**config.mk**
```make
export PLATFORM = sky130hd
export DESIGN_NAME = bounded_deque_with_second_delete_flat
export DESIGN_NICKNAME = d
export VERILOG_FILES = /design/src/rtl/bdq_pkg.sv /design/src/rtl/bdq_if.sv /design/src/rtl/bounded_deque_with_second_delete.sv /design/src/flat_wrapper.sv
export SDC_FILE = /design/constraint.sdc
export NUM_CORES = 2
export LEC_CHECK = 0
export BUFFER_PORTS_ARGS = -buffer_cell sky130_fd_sc_hd__buf_4
export CAP_MARGIN = 20
export CORE_ASPECT_RATIO = 1.4
export CORE_UTILIZATION = 35
export DETAILED_ROUTE_END_ITERATION = 8
export PLACE_DENSITY = 0.52
export SYNTH_ARGS = -nofsm -noshare
export SYNTH_HDL_FRONTEND = slang
export SYNTH_SLANG_ARGS = --single-unit
```
**constraint.sdc**
```tcl
create_clock -name clk_i -period 4.9 [get_ports clk_i]
set_input_delay 0.49 -clock clk_i [delete_from_list [all_inputs] [get_ports clk_i]]
set_output_delay 0.49 -clock clk_i [all_outputs]
set_load 0.01 [all_outputs]
```
**src/rtl/bdq_pkg.sv**
```systemverilog
// bdq_pkg: shared types and constants of the bounded deque block
// operation and status codes, sequencer states, default sizes
// no dependencies
`timescale 1ns / 1ps
`default_nettype none

package bdq_pkg;

  localparam int unsigned DataW       = 32;
  localparam int unsigned OpW         = 3;
  localparam int unsigned StatusW     = 2;
  localparam int unsigned DefCapacity = 64;

  typedef enum logic [OpW-1:0] {
    OP_FRONT_INSERT  = 3'd0,
    OP_FRONT_REMOVE  = 3'd1,
    OP_BACK_INSERT   = 3'd2,
    OP_REMOVE_SECOND = 3'd3,
    OP_CLEAR         = 3'd4
  } op_e;

  typedef enum logic [StatusW-1:0] {
    STAT_DONE  = 2'd0,
    STAT_EMPTY = 2'd1,
    STAT_FULL  = 2'd2
  } status_e;

  typedef enum logic [2:0] {
    S_IDLE,
    S_EXEC,
    S_READ2,
    S_WRITE,
    S_RESP
  } state_e;

endpackage

`default_nettype wire

```
**src/rtl/bdq_if.sv**
```systemverilog
// bdq_in_if and bdq_out_if: valid/ready channels of the bounded deque block
// depends on bdq_pkg for field widths
`timescale 1ns / 1ps
`default_nettype none

interface bdq_in_if;
  logic                              valid;
  logic                              ready;
  logic [bdq_pkg::OpW-1:0]           operation;
  logic signed [bdq_pkg::DataW-1:0]  data_in;

  modport source (output valid, output operation, output data_in, input ready);
  modport sink   (input valid, input operation, input data_in, output ready);
endinterface

interface bdq_out_if #(
  parameter int unsigned CntW = $clog2(bdq_pkg::DefCapacity + 1)
);
  logic                              valid;
  logic                              ready;
  logic [bdq_pkg::StatusW-1:0]       status;
  logic signed [bdq_pkg::DataW-1:0]  data_out;
  logic [CntW-1:0]                   count_after;

  modport source (output valid, output status, output data_out, output count_after,
                  input ready);
  modport sink   (input valid, input status, input data_out, input count_after,
                  output ready);
endinterface

`default_nettype wire

```
**src/rtl/bounded_deque_with_second_delete.sv**
```systemverilog
// bounded_deque_with_second_delete: top level of the bounded deque
// circular single-port store, shared slot adder, sequencer, result register
// depends on bdq_pkg and the channel interfaces in bdq_if.sv
`timescale 1ns / 1ps
`default_nettype none

// Double-ended queue of up to CAPACITY signed 32-bit values, one operation per
// input item and one result item per operation (status, removed value, count
// after). The store is a single-port memory and one modular slot adder serves
// every address calculation. Inserts, front remove, clear, remove second of a lone
// element and failed operations step through accept, execute and respond; remove
// second with two or more elements adds a read and a write-back state, as the
// single store port reads the front entry, then the second entry, then writes the
// front value back over the second slot. A new item is accepted once the
// sequencer is back in idle; the result register lets the item after that
// proceed while a result still waits downstream. No clearing pass is needed.
module bounded_deque_with_second_delete #(
  parameter int unsigned CAPACITY = bdq_pkg::DefCapacity,
  localparam int unsigned IdxW    = $clog2(CAPACITY),
  localparam int unsigned CntW    = $clog2(CAPACITY + 1)
) (
  input  wire logic       clk_i,
  input  wire logic       rst_ni,
  bdq_in_if.sink          in_i,
  bdq_out_if.source       out_o
);

  localparam int unsigned DataW = bdq_pkg::DataW;

  bdq_pkg::state_e  state_q, state_d;
  bdq_pkg::op_e     op_q;
  logic [DataW-1:0] din_q;
  logic [IdxW-1:0]  front_q, front_d;
  logic [CntW-1:0]  count_q, count_d;
  bdq_pkg::status_e status_q, status_d;
  logic             use_rd_q, use_rd_d;
  logic [DataW-1:0] hold_q;
  logic [DataW-1:0] rd_q;

  logic             out_valid_q;
  bdq_pkg::status_e out_status_q;
  logic [DataW-1:0] out_data_q;
  logic [CntW-1:0]  out_count_q;

  logic [DataW-1:0] mem_q [CAPACITY];
  logic             mem_we, mem_re;
  logic [IdxW-1:0]  mem_addr;
  logic [DataW-1:0] mem_wdata;

  logic             in_acc;
  logic             out_load;
  logic             is_full, is_empty;

  // shared slot adder: front plus offset, modulo capacity
  logic [IdxW-1:0]  unit_b;
  logic [IdxW:0]    unit_sum;
  logic [IdxW-1:0]  unit_slot;

  assign unit_sum  = {1'b0, front_q} + {1'b0, unit_b};
  assign unit_slot = (unit_sum >= (IdxW+1)'(CAPACITY))
                   ? IdxW'(unit_sum - (IdxW+1)'(CAPACITY))
                   : unit_sum[IdxW-1:0];

  assign is_full  = (count_q == CntW'(CAPACITY));
  assign is_empty = (count_q == '0);
  assign in_acc   = in_i.valid && in_i.ready;
  assign out_load = (state_q == bdq_pkg::S_RESP) && (!out_valid_q || out_o.ready);

  assign in_i.ready        = (state_q == bdq_pkg::S_IDLE);
  assign out_o.valid       = out_valid_q;
  assign out_o.status      = out_status_q;
  assign out_o.data_out    = out_data_q;
  assign out_o.count_after = out_count_q;

  // next state
  always_comb begin
    state_d = state_q;
    unique case (state_q)
      bdq_pkg::S_IDLE: begin
        if (in_acc) state_d = bdq_pkg::S_EXEC;
      end
      bdq_pkg::S_EXEC: begin
        if (op_q == bdq_pkg::OP_REMOVE_SECOND && !is_empty
            && count_q != CntW'(1)) begin
          state_d = bdq_pkg::S_READ2;
        end else begin
          state_d = bdq_pkg::S_RESP;
        end
      end
      bdq_pkg::S_READ2: state_d = bdq_pkg::S_WRITE;
      bdq_pkg::S_WRITE: state_d = bdq_pkg::S_RESP;
      bdq_pkg::S_RESP: begin
        if (out_load) state_d = bdq_pkg::S_IDLE;
      end
      default: state_d = bdq_pkg::S_IDLE;
    endcase
  end

  // datapath control
  always_comb begin
    front_d   = front_q;
    count_d   = count_q;
    status_d  = status_q;
    use_rd_d  = use_rd_q;
    unit_b    = IdxW'(1);
    mem_we    = 1'b0;
    mem_re    = 1'b0;
    mem_addr  = front_q;
    mem_wdata = din_q;
    unique case (state_q)
      bdq_pkg::S_IDLE: begin
        status_d = bdq_pkg::STAT_DONE;
        use_rd_d = 1'b0;
      end
      bdq_pkg::S_EXEC: begin
        case (op_q)
          bdq_pkg::OP_FRONT_INSERT: begin
            unit_b = IdxW'(CAPACITY - 1);
            if (is_full) begin
              status_d = bdq_pkg::STAT_FULL;
            end else begin
              mem_we   = 1'b1;
              mem_addr = unit_slot;
              front_d  = unit_slot;
              count_d  = count_q + CntW'(1);
            end
          end
          bdq_pkg::OP_BACK_INSERT: begin
            unit_b = count_q[IdxW-1:0];
            if (is_full) begin
              status_d = bdq_pkg::STAT_FULL;
            end else begin
              mem_we   = 1'b1;
              mem_addr = unit_slot;
              count_d  = count_q + CntW'(1);
            end
          end
          bdq_pkg::OP_FRONT_REMOVE: begin
            if (is_empty) begin
              status_d = bdq_pkg::STAT_EMPTY;
            end else begin
              mem_re   = 1'b1;
              use_rd_d = 1'b1;
              front_d  = unit_slot;
              count_d  = count_q - CntW'(1);
            end
          end
          bdq_pkg::OP_REMOVE_SECOND: begin
            if (is_empty) begin
              status_d = bdq_pkg::STAT_EMPTY;
            end else begin
              mem_re   = 1'b1;
              use_rd_d = 1'b1;
              if (count_q == CntW'(1)) count_d = '0;
            end
          end
          bdq_pkg::OP_CLEAR: begin
            if (is_empty) begin
              status_d = bdq_pkg::STAT_EMPTY;
            end else begin
              count_d = '0;
            end
          end
          default: ;
        endcase
      end
      bdq_pkg::S_READ2: begin
        mem_re   = 1'b1;
        mem_addr = unit_slot;
      end
      bdq_pkg::S_WRITE: begin
        mem_we    = 1'b1;
        mem_addr  = unit_slot;
        mem_wdata = hold_q;
        front_d   = unit_slot;
        count_d   = count_q - CntW'(1);
      end
      bdq_pkg::S_RESP: ;
      default: ;
    endcase
  end

  always_ff @(posedge clk_i or negedge rst_ni) begin
    if (!rst_ni) begin
      state_q     <= bdq_pkg::S_IDLE;
      front_q     <= '0;
      count_q     <= '0;
      status_q    <= bdq_pkg::STAT_DONE;
      use_rd_q    <= 1'b0;
      out_valid_q <= 1'b0;
    end else begin
      state_q  <= state_d;
      front_q  <= front_d;
      count_q  <= count_d;
      status_q <= status_d;
      use_rd_q <= use_rd_d;
      if (out_load) begin
        out_valid_q <= 1'b1;
      end else if (out_o.ready) begin
        out_valid_q <= 1'b0;
      end
    end
  end

  always_ff @(posedge clk_i) begin
    if (in_acc) begin
      op_q  <= bdq_pkg::op_e'(in_i.operation);
      din_q <= in_i.data_in;
    end
    if (state_q == bdq_pkg::S_READ2) hold_q <= rd_q;
    if (out_load) begin
      out_status_q <= status_q;
      out_data_q   <= use_rd_q ? rd_q : '0;
      out_count_q  <= count_q;
    end
  end

  // element store, single port
  always_ff @(posedge clk_i) begin
    if (mem_we) mem_q[mem_addr] <= mem_wdata;
    if (mem_re) rd_q <= mem_q[mem_addr];
  end

`ifndef SYNTHESIS
  a_count_bound: assert property (@(posedge clk_i) disable iff (!rst_ni)
    count_q <= CntW'(CAPACITY))
    else $error("element count above capacity");

  a_front_bound: assert property (@(posedge clk_i) disable iff (!rst_ni)
    {1'b0, front_q} < (IdxW+1)'(CAPACITY))
    else $error("front index outside store");

  a_count_change: assert property (@(posedge clk_i) disable iff (!rst_ni)
    (count_q != $past(count_q)) |->
      ($past(state_q) == bdq_pkg::S_EXEC || $past(state_q) == bdq_pkg::S_WRITE))
    else $error("count changed outside execute or write-back");

  a_write_state: assert property (@(posedge clk_i) disable iff (!rst_ni)
    mem_we |-> (state_q == bdq_pkg::S_EXEC || state_q == bdq_pkg::S_WRITE))
    else $error("store written outside execute or write-back");

  a_accept_exec: assert property (@(posedge clk_i) disable iff (!rst_ni)
    in_acc |=> (state_q == bdq_pkg::S_EXEC))
    else $error("accepted item not executed");
`endif

endmodule

`default_nettype wire
```
**src/flat_wrapper.sv**
```systemverilog
// flat-port wrapper written by rule: the top's interface ports become plain ports
module bounded_deque_with_second_delete_flat 
#(
  parameter int unsigned CAPACITY = bdq_pkg::DefCapacity,
  localparam int unsigned IdxW    = $clog2(CAPACITY),
  localparam int unsigned CntW    = $clog2(CAPACITY + 1)
)
  (clk_i, rst_ni, in_i_valid, in_i_operation, in_i_data_in, in_i_ready, out_o_valid, out_o_status, out_o_data_out, out_o_count_after, out_o_ready);
  bdq_in_if in_i_i ();
  bdq_out_if out_o_i ();
  input  wire logic clk_i;
  input  wire logic rst_ni;
  input wire logic [$bits(in_i_i.valid)-1:0] in_i_valid;
  input wire logic [$bits(in_i_i.operation)-1:0] in_i_operation;
  input wire logic [$bits(in_i_i.data_in)-1:0] in_i_data_in;
  output wire logic [$bits(in_i_i.ready)-1:0] in_i_ready;
  output wire logic [$bits(out_o_i.valid)-1:0] out_o_valid;
  output wire logic [$bits(out_o_i.status)-1:0] out_o_status;
  output wire logic [$bits(out_o_i.data_out)-1:0] out_o_data_out;
  output wire logic [$bits(out_o_i.count_after)-1:0] out_o_count_after;
  input wire logic [$bits(out_o_i.ready)-1:0] out_o_ready;
  assign in_i_i.valid = in_i_valid;
  assign in_i_i.operation = in_i_operation;
  assign in_i_i.data_in = in_i_data_in;
  assign in_i_ready = in_i_i.ready;
  assign out_o_valid = out_o_i.valid;
  assign out_o_status = out_o_i.status;
  assign out_o_data_out = out_o_i.data_out;
  assign out_o_count_after = out_o_i.count_after;
  assign out_o_i.ready = out_o_ready;
  bounded_deque_with_second_delete #(.CAPACITY(CAPACITY)) u_core (.clk_i(clk_i), .rst_ni(rst_ni), .in_i(in_i_i), .out_o(out_o_i));
endmodule
```
---- Word level (Yosys, flattened, before mapping) ----
Memories as Yosys holds them, arrays and structs flattened. A register that Yosys moved wholly into a read port is not among the register bits.
Cells that the tools add are included.
cells by class
  eq/ne operators ......................... 25
  multiplexer cells ....................... 38
  $lt $le $gt $ge ......................... 1
  reductions and logical operators ........ 22
  add/sub/neg operators ................... 4
operator list
  operator               count
  $pmux W6 S2            4
  $mux W7                5
  $mux W32               1
  $mux W6                5
  $pmux W7 S4            1
  $ne A3 B3 Y1 const B   7
  $pmux W3 S5            1
  $pmux W7 S2            1
  $eq A3 B2 Y1 const B   4
  $mux W1                10
  $mux W3                3
  $pmux W2 S2            2
  $add A6 B6 Y7          1
  $add A7 B1 Y7 const B  1
  $eq A7 B1 Y1 const B   1
  $eq A7 B7 Y1 const B   1
  $ge A7 B7 Y1 const B   1
  $logic_not A7 Y1       1
  $ne A7 B1 Y1 const B   1
  $reduce_and A7 Y1      1
  $sub A7 B1 Y7 const B  1
  $eq A3 B1 Y1 const B   2
  $eq A3 B3 Y1 const B   2
  $logic_not A3 Y1       2
  16 further kinds       31
word-level totals
  bits in registers ....................... 128
  bits in writable memories ............... 2048
  logic and storage cells ................. 103
  memories kept ........................... 1
  input port bits ......................... 39
memory list
  name          depth  bits a word  read ports  clocked after memory_dff  write ports  line                                    RTL
  u_core.mem_q  64     32           1           1                         1            bounded_deque_with_second_delete.sv:45  logic [DataW-1:0] mem_q [CAPACITY];

---- Logic depth before layout (Yosys ltp) ----
  depth in word-level cells ............... 9
  mapped depth ............................ 16
  gate-level depth less buffers ........... 12

---- Least setup slack after synthesis ----
Ideal clock, no wire load.
  kind .................................... reg-to-reg
  start ................................... register u_core.state_q[2]
  end ..................................... memory u_core.mem_q[10][0], enable pin
  stages on the path, launching flop included .. 14
  arrival time ............................ 4595 ps
  buffers on the path ..................... 4
  path slack .............................. -116 ps
  period minus slack after synthesis ...... 5016 ps
  path through ............................ dfrtp_1 buf_1 nor3b_4 nand4_1 ha_1 fa_1 xnor2_1 nand2_1 mux2_4 buf_2 buf_2 or3_1 clkbuf_1 nor2_1
between the ends
  cells in the longest elaborated chain, start to end .. 8
  elaborated cells between the ends (all ways) .. 15
RTL lines
  what                                           line                                                                            RTL
  start: declaration                             bounded_deque_with_second_delete.sv:30                                          bdq_pkg::state_e state_q, state_d;
  start signal: assignment                       bounded_deque_with_second_delete.sv:185                                         state_q <= bdq_pkg::S_IDLE;
  start signal: assignment                       bounded_deque_with_second_delete.sv:192                                         state_q <= state_d;
  $eq A3 B1 Y1                                   bounded_deque_with_second_delete.sv:110                                         unique case (state_q)
  $mux W6                                        bounded_deque_with_second_delete.sv:110
  $add A6 B6 Y7                                  bounded_deque_with_second_delete.sv:59                                          assign unit_sum = {1'b0, front_q} + {1'b0, unit_b};
  $sub A6 B1 Y6 or $ge A7 B7 Y1 (tied branches)  bounded_deque_with_second_delete.sv:61, bounded_deque_with_second_delete.sv:60
  $mux W6                                        bounded_deque_with_second_delete.sv:61                                          ? IdxW'(unit_sum - (IdxW+1)'(CAPACITY))
  $mux W6 (2 in series)                          -
  $pmux W6 S2                                    bounded_deque_with_second_delete.sv:110
  end: declaration                               bounded_deque_with_second_delete.sv:45
Parallel ways exist; a longest one is shown, timed or not.

---- Final worst setup path ----
  start ................................... register u_core.state_q[1]
  end ..................................... register u_core.rd_q[10], read port of u_core.mem_q, data pin
between the ends
  cells in the longest elaborated chain, start to end .. 8
  elaborated cells between the ends (all ways) .. 13
RTL lines
  what                                           line                                                                            RTL
  $eq A3 B1 Y1                                   bounded_deque_with_second_delete.sv:110
  $mux W6                                        bounded_deque_with_second_delete.sv:110
  $add A6 B6 Y7                                  bounded_deque_with_second_delete.sv:59
  $sub A6 B1 Y6 or $ge A7 B7 Y1 (tied branches)  bounded_deque_with_second_delete.sv:61, bounded_deque_with_second_delete.sv:60
  $mux W6                                        bounded_deque_with_second_delete.sv:61
  $mux W6 (2 in series)                          -
  $pmux W6 S2                                    bounded_deque_with_second_delete.sv:110
  end: declaration                               bounded_deque_with_second_delete.sv:38                                          logic [DataW-1:0] rd_q;
Parallel ways exist; a longest one is shown, timed or not.
A chain may end at the register's enable or synchronous reset.

==> metrics <==
HP Class=input pin to async pin; Slew HR=0.115; Starting Density=0.353; Die H=586 um; Layout area overhead=17.3%; Slew Limit Fails=0; total number of vias=45285; Worst path max stage delay=1.00 ns; routed wl met2=125000 um; first-pass GRT wire length=343000 um; average wire per standard cell=28.5 um; Design Area, Final=99900 um2; ranking of synthesized cells by area=edfxtp_1 77%, mux2i_1 12%, o22ai_1 4.7%; Yosys top cell area share=0.771; metal3 WL=11700 um; DRT antenna net count=0; Startpoint Class=flop; Hold Vio Cnt, Final=0; die width=419 um; part of the cycle the worst path needs=0.981; peak supply drop=0.000461 V; Highest Signal Layer=met4; Total GRT Usage=0.196; Synth cell types=58; routed vias/inst=5.26; fraction of layout cells with a size suffix above 1=0.157; largest net degree at the start of global routing=65; Synth area leader=edfxtp_1; FP Rows=213; DRC=0; H-tree depth=4; syn avg cell area=17.8 um2; Crit. End Element=flop; I/O Buffers=81; dpl hpwl=149000 um; final worst setup slack=0.0939 ns; Routed met1 length=99800 um; Synth warnings=0; CP required=5.61 ns; min Tclk post-route=4.81 ns; Max Fclk=0.208 GHz; crit path max fanout=15; cell count after synthesis=4776; ys async rst share=0.00906; antenna violations before repair=17; WL final=245000 um; Post-synth EDFFs=2188; die area=245000 um2; Crit Path Category=flop to flop; Synth Cell Area=85200 um2; CP max-delay cell=o22ai_1; post-route insts no fill=8613; clock skew=0.0638 ns; DP Area=92900 um2; cts bufs inserted=207; Pwr Total=0.0653 W; io pins=82; clock root cell=clkbuf_16; RSZ-0062 raised after global routing=true; Initial DRT Pass Iterations=6; hold_ws=0.126 ns; Nets=5223; top_reg_cell synth=edfxtp_1; Setup Buffers After CTS=0; pre-CTS setup slack=0.0519 ns; Max Cap Viol=0; GPL Wtd Cong=0.858; global route total overflow=0; sequential area share after synthesis=0.777; clk buf depth=4; number of placed instances, taps included=8147; Worst Path Arrival=5.51 ns; P_leak=34.1 nW; CTS sink cnt=2208; Synth Register Bits=2208; Net Count, Synth=4824; Final Setup Violations=0; Pwr Density=654 nW/um2; clk_lat worst skew=0.86 ns; TritonCTS clock tree=built; CTS clk-pin slew, worst paths=0.07 ns; outcome=finished clean; worst slew pin tran=1.33 ns; core area=241000 um2; CP Cell Sequence=nor3b_4, nand4_1, ha_1, fa_1, a21o_1, a21oi_1, xnor2_1, mux2i_1, buf_4, nor2_1, nand2_4, buf_12, o22ai_1, or4_1; initial drt markers=3707; vias in the first global route=45382
sequential cells by signal, summed over array words and instances, names as in the netlist, 6 cells and up:
| name | flops |
|---|---|
| u_core.mem_q | 2048 |
| u_core.din_q | 32 |
| u_core.hold_q | 32 |
| u_core.out_o.data_out | 32 |
| u_core.rd_q | 32 |
| u_core.count_q | 7 |
| u_core.out_o.count_after | 7 |
| u_core.front_q | 6 |
path summary, 6_finish.rpt:
kind                                   start           endpoint  slack [ns]  cells after the start
hold / removal                        rst_ni  u_core.state_q[1]        0.13                      2
setup reg to reg           u_core.state_q[1]    u_core.rd_q[10]        0.09                     14
hold reg to reg              u_core.rd_q[26]  u_core.hold_q[26]        0.54                      0
min in group clk_i          in_i_data_in[17]   u_core.din_q[17]        0.36                      2
max in group asynchronous             rst_ni  u_core.count_q[4]        4.52                      2
setup / recovery           u_core.state_q[1]    u_core.rd_q[10]        0.09                     14
cells by family after synthesis:
logic type	count (synthesis)	synth area share
buffers and inverters	290	0.0167
muxes	1067	0.126
and+or+nand+nor	485	0.0253
xor gates and xnor gates	7	0.000720
AOI/OAI and AO/OA	710	0.0526
adders and majority gates	9	0.00141
DFF	2208	0.777
final cells by class:
cell class	instances	area (um2)
clock inverters	120	971
clock buffers	247	5370
diodes	55	138
repair buffers	472	5000
well taps	3225	4040
fillers	21464	141000
flip-flops and latches	2208	66200
inverters	8	30.0
multi-input cells	2278	18200
layer usage:
metal,track usage,vias up
li1,-,19985
met1,0.247,23752
met2,0.343,1223
met3,0.0235,325
met4,0.0778,0
met5,0,-
cells in the mapped netlist, drive strengths merged, types with 8 or more instances:
cell,n
edfxtp,2188
clkbuf,99
dfrtp,20
ha,8
or4,32
nand2,28
nor2,347
and2,35
inv,8
mux2,38
o22ai,641
nand2b,11
buf,183
a21oi,21
mux2i,1029
o21ai,13
layout by cell type (no fill, tap or decap), types with 5 or more instances in the layout:
cell type      synthesis  layout
nand3_1                6       6
dfrtp_1               20      20
and2_1                35      34
mux2i_1             1028    1027
or4_1                 32      32
a22o_1                 5       5
clkinv_1               0      53
nor2_1               346     280
nand2_1               28      20
dlygate4sd3_1          0      38
clkinv_2               0      40
ha_1                   8       7
nand2b_1              11      10
nand2_2                0       7
clkinvlp_4             0       6
a21oi_1               21      21
bufinv_16              0      16
buf_4                 39     326
clkbuf_1              99      38
inv_1                  8       8
o21ai_0               12      12
nor2_4                 1      66
edfxtp_1            2188    2188
diode_2                0      55
clkbuf_16              0     209
buf_12                 0     105
mux2_2                37      35
a31oi_1                6       6
o22ai_1              641     641
per-stage QoR:
stage | TNS, ns | utilization
2_1_floorplan | -71.79 | -
3_3_place_gp | -0.841 | 0.385
3_5_place_dp | 0 | 0.385
4_1_cts | 0 | 0.413
5_1_grt | -0.181 | 0.414
6_report | 0 | 0.414
what timing repair did:
action                                  in CTS  in global routing
hold buffers                                38                  0
endpoints found under the setup margin       0                 91
endpoints found under the hold margin       58                  0
gates resized for setup                      0                  8
where the power goes:
group | total, W | internal (W) | switching, W
Sequential | 0.0231 | 0.0227 | 0.000402
Combinational | 0.0268 | 0.00995 | 0.0168
Clock | 0.0155 | 0.00862 | 0.00689
Total | 0.0653 | 0.0412 | 0.0241
critical path, delay by kind of cell (launching register included):
family                     cells  cell delay, ns
buffers and inverters          2            0.41
xor gates and xnor gates       1            0.16
and+or+nand+nor                5            1.45
AOI/OAI and AO/OA              3            1.35
DFF                            1            0.41
adders and majority gates      2            0.73
muxes                          1            0.11
Note: power is estimated with default switching activity, not from simulation.
